### src/sv/assc_pkg.sv
package assc_pkg;

    // Field widths.
    localparam int STEP_W     = 32;
    localparam int FACT_W     = 16;
    localparam int FRAC_W     = 14;
    localparam int SQ_W       = 2 * FACT_W - FRAC_W;
    localparam int PROD_W     = STEP_W + SQ_W - FRAC_W;
    localparam int ITER_W     = 16;
    localparam int CODE_W     = 8;
    localparam int CMD_W      = 2;
    localparam int CLS_W      = 3;
    localparam int CNT_W      = 16;
    localparam int TOT_W      = 32;
    localparam int CFG_IDX_W  = 3;
    localparam int CFG_DATA_W = 32;

    // Parameter defaults.
    localparam int unsigned WINDOW_DEPTH_DEF = 16;
    localparam int unsigned GROW_STREAK_DEF  = 3;
    localparam int unsigned FAIL_LIMIT_DEF   = 5;

    // Commands.
    localparam logic [CMD_W-1:0] CMD_SUCCESS = 2'd0;
    localparam logic [CMD_W-1:0] CMD_FAILURE = 2'd1;
    localparam logic [CMD_W-1:0] CMD_RESTART = 2'd2;

    // Outcome classes.
    localparam logic [CLS_W-1:0] CLS_EASY       = 3'd0;
    localparam logic [CLS_W-1:0] CLS_NORMAL     = 3'd1;
    localparam logic [CLS_W-1:0] CLS_HARD       = 3'd2;
    localparam logic [CLS_W-1:0] CLS_STIFFNESS  = 3'd3;
    localparam logic [CLS_W-1:0] CLS_STRUCTURAL = 3'd4;
    localparam logic [CLS_W-1:0] CLS_TERMINAL   = 3'd5;
    localparam logic [CLS_W-1:0] CLS_OTHER      = 3'd6;

    // Solver error codes with a meaning of their own.
    localparam logic [CODE_W-1:0] ERR_NONE     = 8'd0;
    localparam logic [CODE_W-1:0] ERR_STIFF_A  = 8'd4;
    localparam logic [CODE_W-1:0] ERR_STIFF_B  = 8'd8;
    localparam logic [CODE_W-1:0] ERR_TERMINAL = 8'd9;

    // One tenth in Q2.14, rounded to nearest.
    localparam logic [FACT_W-1:0] TENTH_Q14 = 16'd1638;

    // Configuration register indexes.
    localparam logic [CFG_IDX_W-1:0] REG_STEP_INITIAL  = 3'd0;
    localparam logic [CFG_IDX_W-1:0] REG_STEP_MIN      = 3'd1;
    localparam logic [CFG_IDX_W-1:0] REG_STEP_MAX      = 3'd2;
    localparam logic [CFG_IDX_W-1:0] REG_GROW_FACTOR   = 3'd3;
    localparam logic [CFG_IDX_W-1:0] REG_SHRINK_FACTOR = 3'd4;
    localparam logic [CFG_IDX_W-1:0] REG_HARD_SHRINK   = 3'd5;
    localparam logic [CFG_IDX_W-1:0] REG_EASY_LIMIT    = 3'd6;
    localparam logic [CFG_IDX_W-1:0] REG_HARD_LIMIT    = 3'd7;

    // Configuration reset values.
    localparam logic [STEP_W-1:0] STEP_INITIAL_RST  = 32'd16777216;
    localparam logic [STEP_W-1:0] STEP_MIN_RST      = 32'd16777;
    localparam logic [STEP_W-1:0] STEP_MAX_RST      = 32'hFFFF_FFFF;
    localparam logic [FACT_W-1:0] GROW_FACTOR_RST   = 16'd24576;
    localparam logic [FACT_W-1:0] SHRINK_FACTOR_RST = 16'd8192;
    localparam logic [FACT_W-1:0] HARD_SHRINK_RST   = 16'd12288;
    localparam logic [ITER_W-1:0] EASY_LIMIT_RST    = 16'd100;
    localparam logic [ITER_W-1:0] HARD_LIMIT_RST    = 16'd500;

    // Microprogram.
    localparam int PC_W = 3;

    localparam logic [PC_W-1:0] PC_WAIT     = 3'd0;
    localparam logic [PC_W-1:0] PC_CLASSIFY = 3'd1;
    localparam logic [PC_W-1:0] PC_PUSH     = 3'd2;
    localparam logic [PC_W-1:0] PC_SCALE    = 3'd3;
    localparam logic [PC_W-1:0] PC_CLAMP    = 3'd4;
    localparam logic [PC_W-1:0] PC_DIV_INIT = 3'd5;
    localparam logic [PC_W-1:0] PC_DIV_STEP = 3'd6;
    localparam logic [PC_W-1:0] PC_OUT      = 3'd7;

    typedef enum logic [7:0] {
        OP_WAIT     = 8'b0000_0001,
        OP_CLASSIFY = 8'b0000_0010,
        OP_PUSH     = 8'b0000_0100,
        OP_SCALE    = 8'b0000_1000,
        OP_CLAMP    = 8'b0001_0000,
        OP_DIV_INIT = 8'b0010_0000,
        OP_DIV_STEP = 8'b0100_0000,
        OP_OUT      = 8'b1000_0000
    } uop_t;

    typedef enum logic [5:0] {
        JMP_NEVER       = 6'b00_0001,
        JMP_NO_ACCEPT   = 6'b00_0010,
        JMP_NOT_SUCCESS = 6'b00_0100,
        JMP_WIN_EMPTY   = 6'b00_1000,
        JMP_DIV_BUSY    = 6'b01_0000,
        JMP_OUT_BUSY    = 6'b10_0000
    } jcond_t;

    typedef struct packed {
        uop_t             op;
        jcond_t           cond;
        logic [PC_W-1:0]  target;
    } uword_t;

    typedef struct packed {
        logic no_accept;
        logic not_success;
        logic win_empty;
        logic div_busy;
        logic out_busy;
    } seq_flags_t;

    // Control store. A step whose jump is not taken falls through to the
    // next address; the last step wraps back to the wait step.
    function automatic uword_t ucode_rom(input logic [PC_W-1:0] pc);
        uword_t w;
        case (pc)
            PC_WAIT:     w = '{op: OP_WAIT,     cond: JMP_NO_ACCEPT,   target: PC_WAIT};
            PC_CLASSIFY: w = '{op: OP_CLASSIFY, cond: JMP_NOT_SUCCESS, target: PC_SCALE};
            PC_PUSH:     w = '{op: OP_PUSH,     cond: JMP_NEVER,       target: PC_WAIT};
            PC_SCALE:    w = '{op: OP_SCALE,    cond: JMP_NEVER,       target: PC_WAIT};
            PC_CLAMP:    w = '{op: OP_CLAMP,    cond: JMP_NEVER,       target: PC_WAIT};
            PC_DIV_INIT: w = '{op: OP_DIV_INIT, cond: JMP_WIN_EMPTY,   target: PC_OUT};
            PC_DIV_STEP: w = '{op: OP_DIV_STEP, cond: JMP_DIV_BUSY,    target: PC_DIV_STEP};
            PC_OUT:      w = '{op: OP_OUT,      cond: JMP_OUT_BUSY,    target: PC_OUT};
            default:     w = '{op: OP_WAIT,     cond: JMP_NO_ACCEPT,   target: PC_WAIT};
        endcase
        return w;
    endfunction

endpackage

### src/sv/assc_sequencer.sv
module assc_sequencer (
    input  logic                clk,
    input  logic                rst_n,
    input  assc_pkg::seq_flags_t flags,
    output assc_pkg::uword_t    ctrl
);
    import assc_pkg::*;

    logic [PC_W-1:0] pc_reg;
    logic [PC_W-1:0] pc_next;
    uword_t          word;
    logic            take;

    always_comb
    begin
        word = ucode_rom(pc_reg);
        case (word.cond)
            JMP_NEVER:       take = 1'b0;
            JMP_NO_ACCEPT:   take = flags.no_accept;
            JMP_NOT_SUCCESS: take = flags.not_success;
            JMP_WIN_EMPTY:   take = flags.win_empty;
            JMP_DIV_BUSY:    take = flags.div_busy;
            JMP_OUT_BUSY:    take = flags.out_busy;
            default:         take = 1'b0;
        endcase
        // Falling through from the last address wraps to the wait step.
        pc_next = take ? word.target : pc_reg + 1'b1;
    end

    always_ff @(posedge clk or negedge rst_n)
    begin
        if (!rst_n)
        begin
            pc_reg <= PC_WAIT;
        end
        else
        begin
            pc_reg <= pc_next;
        end
    end

    assign ctrl = word;

endmodule

### src/sv/adaptive_step_size_controller.sv
// Flow: an accepted item is classified, pushed into the window (successes only), then scaled
// and clamped as its command asks; the window mean is formed by the bit-serial divider loop
// of the microprogram, which is skipped while the window is empty, and the result waits in
// the output step while the output stalls. A new item is taken only after the last one has
// reached the output register. Reset (asynchronous, active low) loads the register defaults
// and initial step and clears the counters, the window head, fill and sum, and out_valid.
module adaptive_step_size_controller #(
    parameter int unsigned WINDOW_DEPTH = assc_pkg::WINDOW_DEPTH_DEF,
    parameter int unsigned GROW_STREAK  = assc_pkg::GROW_STREAK_DEF,
    parameter int unsigned FAIL_LIMIT   = assc_pkg::FAIL_LIMIT_DEF
) (
    input  logic                              clk,
    input  logic                              rst_n,

    input  logic                              in_valid,
    output logic                              in_stall,
    input  logic [assc_pkg::CMD_W-1:0]        cmd,
    input  logic [assc_pkg::ITER_W-1:0]       iterations,
    input  logic [assc_pkg::CODE_W-1:0]       error_code,

    output logic                              out_valid,
    input  logic                              out_stall,
    output logic [assc_pkg::STEP_W-1:0]       next_step,
    output logic [assc_pkg::CLS_W-1:0]        outcome_class,
    output logic [assc_pkg::CNT_W-1:0]        success_streak,
    output logic [assc_pkg::CNT_W-1:0]        failure_streak,
    output logic                              failure_limit_hit,
    output logic [assc_pkg::ITER_W-1:0]       mean_iterations,
    output logic [assc_pkg::TOT_W-1:0]        lifetime_successes,
    output logic [assc_pkg::TOT_W-1:0]        lifetime_failures,

    input  logic                              cfg_valid,
    output logic                              cfg_ready,
    input  logic [assc_pkg::CFG_IDX_W-1:0]    cfg_index,
    input  logic [assc_pkg::CFG_DATA_W-1:0]   cfg_data
);
    import assc_pkg::*;

    // The window sum never exceeds depth times the largest iteration count.
    localparam int SUM_W  = ITER_W + $clog2(WINDOW_DEPTH);
    localparam int FILL_W = $clog2(WINDOW_DEPTH + 1);
    localparam int HEAD_W = (WINDOW_DEPTH > 1) ? $clog2(WINDOW_DEPTH) : 1;
    localparam int DCNT_W = $clog2(SUM_W + 1);
    localparam int MUL_W  = STEP_W + SQ_W;

    // ------------------------------------------------------------------
    // Sequencer: the control store walks one control word per cycle.
    // ------------------------------------------------------------------
    uword_t     ctrl;
    seq_flags_t flags;

    assc_sequencer u_seq (
        .clk   (clk),
        .rst_n (rst_n),
        .flags (flags),
        .ctrl  (ctrl)
    );

    // ------------------------------------------------------------------
    // Configuration registers. The port is ready only in the wait step,
    // so a write never disturbs an item in flight.
    // ------------------------------------------------------------------
    logic [STEP_W-1:0] step_init_reg;
    logic [STEP_W-1:0] step_min_reg;
    logic [STEP_W-1:0] step_max_reg;
    logic [FACT_W-1:0] grow_reg;
    logic [FACT_W-1:0] shrink_reg;
    logic [FACT_W-1:0] hshrink_reg;
    logic [ITER_W-1:0] easy_reg;
    logic [ITER_W-1:0] hard_reg;

    assign cfg_ready = (ctrl.op == OP_WAIT);

    always_ff @(posedge clk or negedge rst_n)
    begin
        if (!rst_n)
        begin
            step_init_reg <= STEP_INITIAL_RST;
            step_min_reg  <= STEP_MIN_RST;
            step_max_reg  <= STEP_MAX_RST;
            grow_reg      <= GROW_FACTOR_RST;
            shrink_reg    <= SHRINK_FACTOR_RST;
            hshrink_reg   <= HARD_SHRINK_RST;
            easy_reg      <= EASY_LIMIT_RST;
            hard_reg      <= HARD_LIMIT_RST;
        end
        else if (cfg_valid && cfg_ready)
        begin
            case (cfg_index)
                REG_STEP_INITIAL:  step_init_reg <= cfg_data[STEP_W-1:0];
                REG_STEP_MIN:      step_min_reg  <= cfg_data[STEP_W-1:0];
                REG_STEP_MAX:      step_max_reg  <= cfg_data[STEP_W-1:0];
                REG_GROW_FACTOR:   grow_reg      <= cfg_data[FACT_W-1:0];
                REG_SHRINK_FACTOR: shrink_reg    <= cfg_data[FACT_W-1:0];
                REG_HARD_SHRINK:   hshrink_reg   <= cfg_data[FACT_W-1:0];
                REG_EASY_LIMIT:    easy_reg      <= cfg_data[ITER_W-1:0];
                REG_HARD_LIMIT:    hard_reg      <= cfg_data[ITER_W-1:0];
                default:           ;
            endcase
        end
    end

    // ------------------------------------------------------------------
    // Datapath registers.
    // ------------------------------------------------------------------
    // Latched item.
    logic [CMD_W-1:0]  cmd_reg,   cmd_next;
    logic [ITER_W-1:0] iters_reg, iters_next;
    logic [CODE_W-1:0] code_reg,  code_next;

    // Controller state.
    logic [STEP_W-1:0] step_reg,       step_next;
    logic [CNT_W-1:0]  wins_reg,       wins_next;
    logic [CNT_W-1:0]  losses_reg,     losses_next;
    logic [TOT_W-1:0]  wins_tot_reg,   wins_tot_next;
    logic [TOT_W-1:0]  losses_tot_reg, losses_tot_next;
    logic [HEAD_W-1:0] head_reg,       head_next;
    logic [FILL_W-1:0] fill_reg,       fill_next;
    logic [SUM_W-1:0]  sum_reg,        sum_next;

    // Work registers of the microprogram.
    logic [CLS_W-1:0]  cls_reg,      cls_next;
    logic [SQ_W-1:0]   factor_reg,   factor_next;
    logic              do_scale_reg, do_scale_next;
    logic              clamp_en_reg, clamp_en_next;
    logic [PROD_W-1:0] acc_reg,      acc_next;
    logic [SUM_W-1:0]  div_q_reg,    div_q_next;
    logic [FILL_W-1:0] div_r_reg,    div_r_next;
    logic [DCNT_W-1:0] div_cnt_reg,  div_cnt_next;

    // Output register.
    logic              out_valid_reg,  out_valid_next;
    logic [STEP_W-1:0] out_step_reg,   out_step_next;
    logic [CLS_W-1:0]  out_cls_reg,    out_cls_next;
    logic [CNT_W-1:0]  out_wins_reg,   out_wins_next;
    logic [CNT_W-1:0]  out_losses_reg, out_losses_next;
    logic              out_limit_reg,  out_limit_next;
    logic [ITER_W-1:0] out_mean_reg,   out_mean_next;
    logic [TOT_W-1:0]  out_wtot_reg,   out_wtot_next;
    logic [TOT_W-1:0]  out_ltot_reg,   out_ltot_next;

    // Iteration window memory: one write and one registered read per cycle.
    logic [ITER_W-1:0] win_mem [WINDOW_DEPTH];
    logic [ITER_W-1:0] rd_reg;

    // ------------------------------------------------------------------
    // Arithmetic shared by the microprogram steps.
    // ------------------------------------------------------------------
    logic              in_accept;
    logic              out_busy;
    logic [CNT_W-1:0]  wins_inc;
    logic [CNT_W-1:0]  losses_inc;
    logic [TOT_W-1:0]  wins_tot_inc;
    logic [TOT_W-1:0]  losses_tot_inc;
    logic [2*FACT_W-1:0] sq_prod;
    logic [MUL_W-1:0]  scale_prod;
    logic [PROD_W-1:0] clamp_lo;
    logic [PROD_W-1:0] clamp_hi;
    logic [PROD_W-1:0] clamp_upper;
    logic [PROD_W-1:0] clamp_val;
    logic              win_full;
    logic [HEAD_W-1:0] head_wrap;
    logic [FILL_W:0]   div_trial;
    logic              div_fits;

    // The block takes an item only in the wait step of the microprogram.
    assign in_stall  = (ctrl.op != OP_WAIT);
    assign in_accept = in_valid && !in_stall;
    assign out_busy  = out_valid_reg && out_stall;

    // Counters saturate at their all-ones value.
    assign wins_inc       = (wins_reg == '1)       ? wins_reg       : wins_reg + 1'b1;
    assign losses_inc     = (losses_reg == '1)     ? losses_reg     : losses_reg + 1'b1;
    assign wins_tot_inc   = (wins_tot_reg == '1)   ? wins_tot_reg   : wins_tot_reg + 1'b1;
    assign losses_tot_inc = (losses_tot_reg == '1) ? losses_tot_reg : losses_tot_reg + 1'b1;

    // Squared shrink factor in Q4.28, taken as a Q4.14 factor.
    assign sq_prod = shrink_reg * shrink_reg;

    // Step times factor, truncated back to Q8.24 with headroom for the clamp.
    assign scale_prod = step_reg * factor_reg;

    // Clamp: the upper bound is applied first so that crossed bounds
    // resolve to the lower bound.
    assign clamp_lo    = PROD_W'(step_min_reg);
    assign clamp_hi    = PROD_W'(step_max_reg);
    assign clamp_upper = (acc_reg > clamp_hi) ? clamp_hi : acc_reg;
    assign clamp_val   = (clamp_upper < clamp_lo) ? clamp_lo : clamp_upper;

    assign win_full  = (fill_reg == FILL_W'(WINDOW_DEPTH));
    assign head_wrap = (head_reg == HEAD_W'(WINDOW_DEPTH - 1)) ? '0 : head_reg + 1'b1;

    // Restoring division, one quotient bit per step. The remainder stays
    // below the fill count, so one extra bit holds the shifted trial.
    assign div_trial = {div_r_reg, div_q_reg[SUM_W-1]};
    assign div_fits  = (div_trial >= {1'b0, fill_reg});

    // Jump conditions seen by the sequencer.
    always_comb
    begin
        flags.no_accept   = !in_accept;
        flags.not_success = (cmd_reg != CMD_SUCCESS);
        flags.win_empty   = (fill_reg == '0);
        flags.div_busy    = (div_cnt_reg != DCNT_W'(1));
        flags.out_busy    = out_busy;
    end

    // ------------------------------------------------------------------
    // Datapath: each control word selects what is loaded this cycle.
    // ------------------------------------------------------------------
    always_comb
    begin
        cmd_next        = cmd_reg;
        iters_next      = iters_reg;
        code_next       = code_reg;
        step_next       = step_reg;
        wins_next       = wins_reg;
        losses_next     = losses_reg;
        wins_tot_next   = wins_tot_reg;
        losses_tot_next = losses_tot_reg;
        head_next       = head_reg;
        fill_next       = fill_reg;
        sum_next        = sum_reg;
        cls_next        = cls_reg;
        factor_next     = factor_reg;
        do_scale_next   = do_scale_reg;
        clamp_en_next   = clamp_en_reg;
        acc_next        = acc_reg;
        div_q_next      = div_q_reg;
        div_r_next      = div_r_reg;
        div_cnt_next    = div_cnt_reg;
        out_step_next   = out_step_reg;
        out_cls_next    = out_cls_reg;
        out_wins_next   = out_wins_reg;
        out_losses_next = out_losses_reg;
        out_limit_next  = out_limit_reg;
        out_mean_next   = out_mean_reg;
        out_wtot_next   = out_wtot_reg;
        out_ltot_next   = out_ltot_reg;

        // A result taken this cycle frees the output register.
        out_valid_next = out_valid_reg && out_stall;

        case (ctrl.op)
            OP_WAIT:
            begin
                if (in_accept)
                begin
                    cmd_next   = cmd;
                    iters_next = iterations;
                    code_next  = error_code;
                end
            end

            OP_CLASSIFY:
            begin
                // Counters, class and the factor to apply. Unused commands
                // leave the state alone and report the catch-all class.
                cls_next      = CLS_OTHER;
                do_scale_next = 1'b0;
                clamp_en_next = 1'b0;
                factor_next   = SQ_W'(shrink_reg);
                case (cmd_reg)
                    CMD_SUCCESS:
                    begin
                        wins_tot_next = wins_tot_inc;
                        losses_next   = '0;
                        wins_next     = wins_inc;
                        clamp_en_next = 1'b1;
                        if (iters_reg < easy_reg)
                        begin
                            // Grow only once the streak has built up.
                            cls_next      = CLS_EASY;
                            do_scale_next = (wins_inc >= CNT_W'(GROW_STREAK));
                            factor_next   = SQ_W'(grow_reg);
                        end
                        else if (iters_reg < hard_reg)
                        begin
                            cls_next = CLS_NORMAL;
                        end
                        else
                        begin
                            // A hard success ends the streak after counting it.
                            cls_next      = CLS_HARD;
                            do_scale_next = 1'b1;
                            factor_next   = SQ_W'(hshrink_reg);
                            wins_next     = '0;
                        end
                    end

                    CMD_FAILURE:
                    begin
                        losses_tot_next = losses_tot_inc;
                        wins_next       = '0;
                        losses_next     = losses_inc;
                        clamp_en_next   = 1'b1;
                        do_scale_next   = 1'b1;
                        head_next       = '0;
                        fill_next       = '0;
                        sum_next        = '0;
                        if (code_reg == ERR_NONE)
                        begin
                            cls_next = CLS_OTHER;
                        end
                        else if (code_reg == ERR_TERMINAL)
                        begin
                            cls_next    = CLS_TERMINAL;
                            factor_next = SQ_W'(TENTH_Q14);
                        end
                        else if (code_reg == ERR_STIFF_A || code_reg == ERR_STIFF_B)
                        begin
                            cls_next = CLS_STIFFNESS;
                        end
                        else
                        begin
                            cls_next    = CLS_STRUCTURAL;
                            factor_next = sq_prod[2*FACT_W-1:FRAC_W];
                        end
                    end

                    CMD_RESTART:
                    begin
                        // The initial step is loaded as is, without the clamp.
                        step_next   = step_init_reg;
                        wins_next   = '0;
                        losses_next = '0;
                        head_next   = '0;
                        fill_next   = '0;
                        sum_next    = '0;
                    end

                    default:
                    begin
                    end
                endcase
            end

            OP_PUSH:
            begin
                // The memory read of the previous step returned the entry at
                // the head, which is the oldest one once the window is full.
                if (win_full)
                begin
                    sum_next = sum_reg - SUM_W'(rd_reg) + SUM_W'(iters_reg);
                end
                else
                begin
                    sum_next  = sum_reg + SUM_W'(iters_reg);
                    fill_next = fill_reg + 1'b1;
                end
                head_next = head_wrap;
            end

            OP_SCALE:
            begin
                acc_next = do_scale_reg ? scale_prod[MUL_W-1:FRAC_W] : PROD_W'(step_reg);
            end

            OP_CLAMP:
            begin
                if (clamp_en_reg)
                begin
                    step_next = clamp_val[STEP_W-1:0];
                end
            end

            OP_DIV_INIT:
            begin
                // With an empty window the sum is zero, so the quotient
                // register already holds the reported mean.
                div_q_next   = sum_reg;
                div_r_next   = '0;
                div_cnt_next = DCNT_W'(SUM_W);
            end

            OP_DIV_STEP:
            begin
                if (div_fits)
                begin
                    div_r_next = FILL_W'(div_trial - {1'b0, fill_reg});
                end
                else
                begin
                    div_r_next = div_trial[FILL_W-1:0];
                end
                div_q_next   = {div_q_reg[SUM_W-2:0], div_fits};
                div_cnt_next = div_cnt_reg - 1'b1;
            end

            OP_OUT:
            begin
                if (!out_busy)
                begin
                    out_valid_next  = 1'b1;
                    out_step_next   = step_reg;
                    out_cls_next    = cls_reg;
                    out_wins_next   = wins_reg;
                    out_losses_next = losses_reg;
                    out_limit_next  = (losses_reg >= CNT_W'(FAIL_LIMIT));
                    out_mean_next   = div_q_reg[ITER_W-1:0];
                    out_wtot_next   = wins_tot_reg;
                    out_ltot_next   = losses_tot_reg;
                end
            end

            default:
            begin
            end
        endcase
    end

    // Control state.
    always_ff @(posedge clk or negedge rst_n)
    begin
        if (!rst_n)
        begin
            step_reg       <= STEP_INITIAL_RST;
            wins_reg       <= '0;
            losses_reg     <= '0;
            wins_tot_reg   <= '0;
            losses_tot_reg <= '0;
            head_reg       <= '0;
            fill_reg       <= '0;
            sum_reg        <= '0;
            out_valid_reg  <= 1'b0;
        end
        else
        begin
            step_reg       <= step_next;
            wins_reg       <= wins_next;
            losses_reg     <= losses_next;
            wins_tot_reg   <= wins_tot_next;
            losses_tot_reg <= losses_tot_next;
            head_reg       <= head_next;
            fill_reg       <= fill_next;
            sum_reg        <= sum_next;
            out_valid_reg  <= out_valid_next;
        end
    end

    // Payload and work registers.
    always_ff @(posedge clk)
    begin
        cmd_reg        <= cmd_next;
        iters_reg      <= iters_next;
        code_reg       <= code_next;
        cls_reg        <= cls_next;
        factor_reg     <= factor_next;
        do_scale_reg   <= do_scale_next;
        clamp_en_reg   <= clamp_en_next;
        acc_reg        <= acc_next;
        div_q_reg      <= div_q_next;
        div_r_reg      <= div_r_next;
        div_cnt_reg    <= div_cnt_next;
        out_step_reg   <= out_step_next;
        out_cls_reg    <= out_cls_next;
        out_wins_reg   <= out_wins_next;
        out_losses_reg <= out_losses_next;
        out_limit_reg  <= out_limit_next;
        out_mean_reg   <= out_mean_next;
        out_wtot_reg   <= out_wtot_next;
        out_ltot_reg   <= out_ltot_next;
    end

    // Window memory: read at the head while classifying, written at the
    // head in the push step that follows.
    always_ff @(posedge clk)
    begin
        if (ctrl.op == OP_CLASSIFY)
        begin
            rd_reg <= win_mem[head_reg];
        end
        if (ctrl.op == OP_PUSH)
        begin
            win_mem[head_reg] <= iters_reg;
        end
    end

    assign out_valid          = out_valid_reg;
    assign next_step          = out_step_reg;
    assign outcome_class      = out_cls_reg;
    assign success_streak     = out_wins_reg;
    assign failure_streak     = out_losses_reg;
    assign failure_limit_hit  = out_limit_reg;
    assign mean_iterations    = out_mean_reg;
    assign lifetime_successes = out_wtot_reg;
    assign lifetime_failures  = out_ltot_reg;

endmodule

### config.mk
export PLATFORM = sky130hd
export DESIGN_NAME = adaptive_step_size_controller
export DESIGN_NICKNAME = d
export VERILOG_FILES = /design/src/sv/assc_pkg.sv /design/src/sv/assc_sequencer.sv /design/src/sv/adaptive_step_size_controller.sv
export SDC_FILE = /design/constraint.sdc
export NUM_CORES = 2
export LEC_CHECK = 0
export BUFFER_PORTS_ARGS = -buffer_cell sky130_fd_sc_hd__buf_4
export CAP_MARGIN = 20
export CORE_MARGIN = 2
export CORE_UTILIZATION = 25
export DETAILED_ROUTE_END_ITERATION = 7
export PLACE_DENSITY = 0.41
export SYNTH_ARGS = -nofsm -noshare
export SYNTH_HDL_FRONTEND = slang
export SYNTH_SLANG_ARGS = --single-unit
### constraint.sdc
create_clock -name clk -period 15.7 [get_ports clk]
set_input_delay 1.57 -clock clk [delete_from_list [all_inputs] [get_ports clk]]
set_output_delay 1.57 -clock clk [all_outputs]
set_load 0.01 [all_outputs]
* After elaboration in Yosys (flattened, before gate mapping)
Memories as Yosys holds them, arrays and structs flattened. A register that Yosys moved wholly into a read port is not among the register bits.
Index checks and enable logic that the tools add are counted.
** Storage, ports and cells
- Register bits :: 600
- Memory bits (writable) :: 256
- ROM bits :: 136
- Input bits :: 66
- Output and inout port bits :: 151
- Word-level logic and storage cells :: 184
- Memories :: 2
** Cells by class
- $add $sub $neg :: 12
- Multipliers :: 2
- $lt $le $gt $ge :: 7
- Eq/ne operators :: 38
- Mux-type cells :: 46
- Bitwise logic cells :: 3
- Reductions and logical operators :: 36
** Memory list
- win_mem :: depth 16, bits a word 16, read ports 1, clocked after memory_dff 1, wr ports 1, line adaptive_step_size_controller.sv:143 : logic [ITER_W-1:0] win_mem [WINDOW_DEPTH];
- (name not given) :: depth 8, bits a word 17, read ports 1, clocked after memory_dff 0, wr ports 0, line assc_pkg.sv:116 : case (pc)
** Operators with widths (number)
- 32-bit two-way mux :: 4
- 16-bit two-way mux :: 6
- 20-bit case mux with 2 select lines :: 2
- 32-bit by 1-bit adder with 32-bit output, second input constant :: 2
- 32-bit equality test, second input constant :: 2
- 16-bit case mux with 2 select lines :: 2
- 32-bit case mux with 2 select lines :: 1
- 18-bit two-way mux :: 3
- 32-bit by 18-bit multiplier with 50-bit output :: 1
- 20-bit by 16-bit adder with 20-bit output :: 2
- 20-bit two-way mux :: 2
- 36-bit by 32-bit > comparator with 1-bit output :: 1
- 36-bit by 32-bit < comparator with 1-bit output :: 1
- 36-bit two-way mux :: 1
- 18-bit case mux with 2 select lines :: 1
- 16-bit by 1-bit adder with 16-bit output, second input constant :: 2
- 16-bit equality test, second input constant :: 2
- 16-bit < comparator :: 2
- 16-bit by 16-bit multiplier with 32-bit output :: 1
- 5-bit case mux with 2 select lines :: 3
- 8-bit by 4-bit equality test with 1-bit output, second input constant :: 3
- 2-bit AND reduction :: 12
- 20-bit by 16-bit subtractor with 20-bit output :: 1
- 8-bit by 3-bit equality test with 1-bit output, second input constant :: 2
- 50 further kinds :: 85

* Longest topological paths before layout
An unclocked memory read counts as a cell.
- Depth after elaboration :: 7
- Gate-level depth with buffers :: 25
- Gate-level depth less buffers :: 24

* By module
From an unflattened synthesis, not the netlist that was laid out.
** Unflattened totals
- Cells, all modules :: 5697
- Area total of the unflattened synthesis :: 63298.2 um^2
** By module, submodules not included
- adaptive_step_size_controller :: times used 1, cells each 5653, area an instance 62890.3 um^2
- assc_sequencer :: times used 1, cells each 44, area an instance 407.9 um^2

* Worst setup path after synthesis
No wires, ideal clock.
- Path kind :: input-to-reg
- Start :: in out_stall
- End :: reg out_limit_reg (netlist: failure_limit_hit) (enable)
- Library setup time :: 705 ps
- Arrival :: 8528 ps
- Required time :: 14995 ps
- Path slack :: 6468 ps
- Cell stages on the path :: 1
- Cell sequence :: a21oi_1
** Between the ends
- Word-level cells in the longest chain between the ends :: 3
** Ends and longest elaborated chain
- start, declared :: line adaptive_step_size_controller.sv:22 : input logic out_stall,
- 1-bit logical AND :: line adaptive_step_size_controller.sv:169 : assign out_busy = out_valid_reg && out_stall;
- 1-bit NOT (no line)
- 2-bit AND reduction (no line)
- end signal, assigned :: line adaptive_step_size_controller.sv:459 : out_limit_reg <= out_limit_next;
- end, declared :: line adaptive_step_size_controller.sv:137 : logic out_limit_reg, out_limit_next;
No other way between the ends.
A chain may end at the register's enable or synchronous reset.

* Final worst setup path
- Start :: reg step_reg[8]
- End :: reg acc_reg[34] (data pin)
** Between the ends
- Word-level cells in the longest chain between the ends :: 1
** Ends and longest elaborated chain
- start, declared :: line adaptive_step_size_controller.sv:112 : logic [STEP_W-1:0] step_reg, step_next;
- start signal, assigned :: line adaptive_step_size_controller.sv:429 : step_reg <= step_next;
- 32-bit by 18-bit multiplier with 50-bit output :: line adaptive_step_size_controller.sv:181 : assign scale_prod = step_reg * factor_reg;
- end signal, assigned :: line adaptive_step_size_controller.sv:451 : acc_reg <= acc_next;
- end, declared :: line adaptive_step_size_controller.sv:126 : logic [PROD_W-1:0] acc_reg, acc_next;
No other way between the ends.

==> flow_summary.yaml <==
run_status:
  outcome: "completed"
floorplanning:
  core_area_um2: 252000
  die_w_um: 508
  initial_utilization_pct: 25.2
  rows: 184
  die_y_um: 508
  io_pins: 217
  die_area_um2: 258000
yosys:
  synth-edff-count: 535
  yosysWarningCount: 0
  yosysSeqAreaShare_pct: 38.7
  synth.area.mux_share_pct: 5.19
  synth_top_area_share_pct: 25.3
  synthesis.instances: 5767
  syn_avg_cell_area_um2: 11.0
  dominantRegCellSynth: "edfxtp_1"
  synth_async_sr_flop_share_pct: 38.6
  synth_top_family_by_area: "adder cells"
  ys_seq_elements: 872
  syn-cell-area_um2: 63400
  yosysUniqueCellTypes: 80
  synth_compound_area_share_pct: 6.69
  synth_xor_area_share_pct: 2.32
  synth_nets: 6872
  synthSimpleGateAreaFrac_pct: 11.2
  synth_area_leaders: "edfxtp_1 (25%), fa_1 (21%), dfrtp_1 (11%)"
  synth_adder_area_share_pct: 28.3
  yosys.area.top_type: "edfxtp_1"
cts:
  h-tree-depth: 3
  cts_tree: "built"
  cts_setup_buffers: 0
  cts-resized-gates: 0
  clk_pin_slew_worst_paths_ps: 60
  ctsLongestPathBuffers: 3
  insertion_delay_ps: 800
  cts_buffers: 107
  clk_root_buffer_cell: "clkbuf_16"
  cts.sinks: 872
  cts_hold_buffers: 0
layout:
  largest_reg_flops: 256
  drive_above_1_share_pct: 13.3
  final_common_cell: "inv_1"
  final_cell_mix: "inv_1 (1039), nand2_1 (795), fa_1 (657)"
  fin_nets: 7065
  syn2layout_area_growth_pct: 15.3
  fill_cells: 26300
  final_util_pct: 29.0
route:
  drt-total-wl_um: 194000
  wl_per_cell_um: 20.6
  drt_pre_antenna_iters: 5
  final_antenna_net_count: 0
  drtIter0Drc: 2327
  drc_errors: 0
  dr_total_vias: 42000
  viasPerCell: 4.47
worst_setup_path:
  path_max_fanout: 11
  crit_arrival_ps: 7980
  cp.required_ps: 16270
  end_kind: "register"
  crit_path_max_incr_delay_ps: 650
  critPathBufInv: 4
  cpMaxStageDelayCell: "dfrtp_1"
  worstPathCellList: "buf_4 > nand2_1 > fa_1 > inv_1 > fa_1 > inv_1 > fa_1 > fa_1 > inv_1 > fa_1 > fa_1 > ha_1 > and4_1 > and3_1 > o211ai_1 > a31o_2 > o31ai_1 > a41oi_1 > a21o_1 > a21oi_1"
  start_kind: "register"
  crit_type: "register to register"
  path_common_cell: "fa_1"
  critPathTopFamily: "adder cells"
timing:
  hold_viol: 0
  setup_ws_ps: 8280
  fin_hold_ws_ps: 452
  max_freq_mhz: 135
  min_period_over_period_pct: 47.2
  rsz0062_at_grt: "no"
  skew_ps: 96.1
  slew_violations: 0
  setup_viol: 0
  fin_setup_tns_ps: 0
  period_minus_slack_ps: 7420
  timing.slew.headroom_pct: 26.3
  tightest_slew_ps: 1110
grt:
  gr-total-overflow: 0
  grt_usage_pct: 15.2
  grt_max_degree: 132
  antenna_found_initial: 24
  grt_pass1_vias: 45400
  grt_pass1_wl_um: 296000
placed_design:
  pre_cts_ws_ps: 8300
  dpl.hpwl_um: 137000
  io_buffers: 216
  gp_congestion: 0.846
min_path:
  hold_class: "register to register"
flow_run:
  max-cap-violations: 0
[layout make-up]
type	count	area, µm²	area share (%)
clock inverter	67	861	1.18
timing repair buffer	329	2570	3.52
tap	3348	4190	5.73
inverter	1042	3910	5.35
sequential	872	24600	33.6
multi-input combinational	3608	34100	46.7
antenna	7	17.5	0.0240
clock buffer	135	2870	3.93
[cells by family (layout without fill, tap and decap cells)]
logic type | Yosys count | after routing
xor gates and xnor gates | 168 | 168
AOI/OAI and AO/OA | 671 | 671
and+or+nand+nor | 1516 | 1516
muxes | 214 | 214
buffers and inverters | 1287 | 1573
DFF | 872 | 872
adders and majority gates | 1039 | 1039
other | 0 | 7
[worst paths after layout]
| path | start | endpoint | slack (ps) | depth (start not counted) |
|---|---|---|---|---|
| worst max register to register | step_reg[8] | acc_reg[34] | 8280 | 20 |
| min in group asynchronous | rst_n | wins_tot_reg[8] | 860 | 1 |
| max in group asynchronous | rst_n | head_reg[0] | 12680 | 3 |
| worst max-delay path | step_reg[8] | acc_reg[34] | 8280 | 20 |
| worst min-delay path | div_q_reg[15] | mean_iterations[15] | 450 | 0 |
| worst min register to register | div_q_reg[15] | mean_iterations[15] | 450 | 0 |
[synthesized netlist by cell type, drive strengths merged, types with 53 or more instances]
cell type,n
mux4,80
mux2,120
a21oi,137
fa,657
nand3,92
xor2,61
nor2,146
a21o,62
nand2,795
and3,63
o21ai,242
and2,217
inv,1040
xnor2,107
ha,382
dfstp,53
dfrtp,284
edfxtp,535
clkbuf,225
[layer usage]
layer / GRT usage [%] / routed length [µm]
met5: 0 / 0
met3: 1.72 / 7400
met4: 3.93 / 4600
met1: 20.5 / 87200
met2: 26.0 / 94800
[per-stage QoR]
step,std cells,instance area [µm²]
detailed placement,9196,69300
global route,9407,73100
CTS,9398,73000
floorplan,5767,63400
finish,9408,73100
global placement,9192,69200
Power is left out: the tool's default activity adds up to more than one toggle a clock period on the data nets, which glitch-free logic cannot reach.
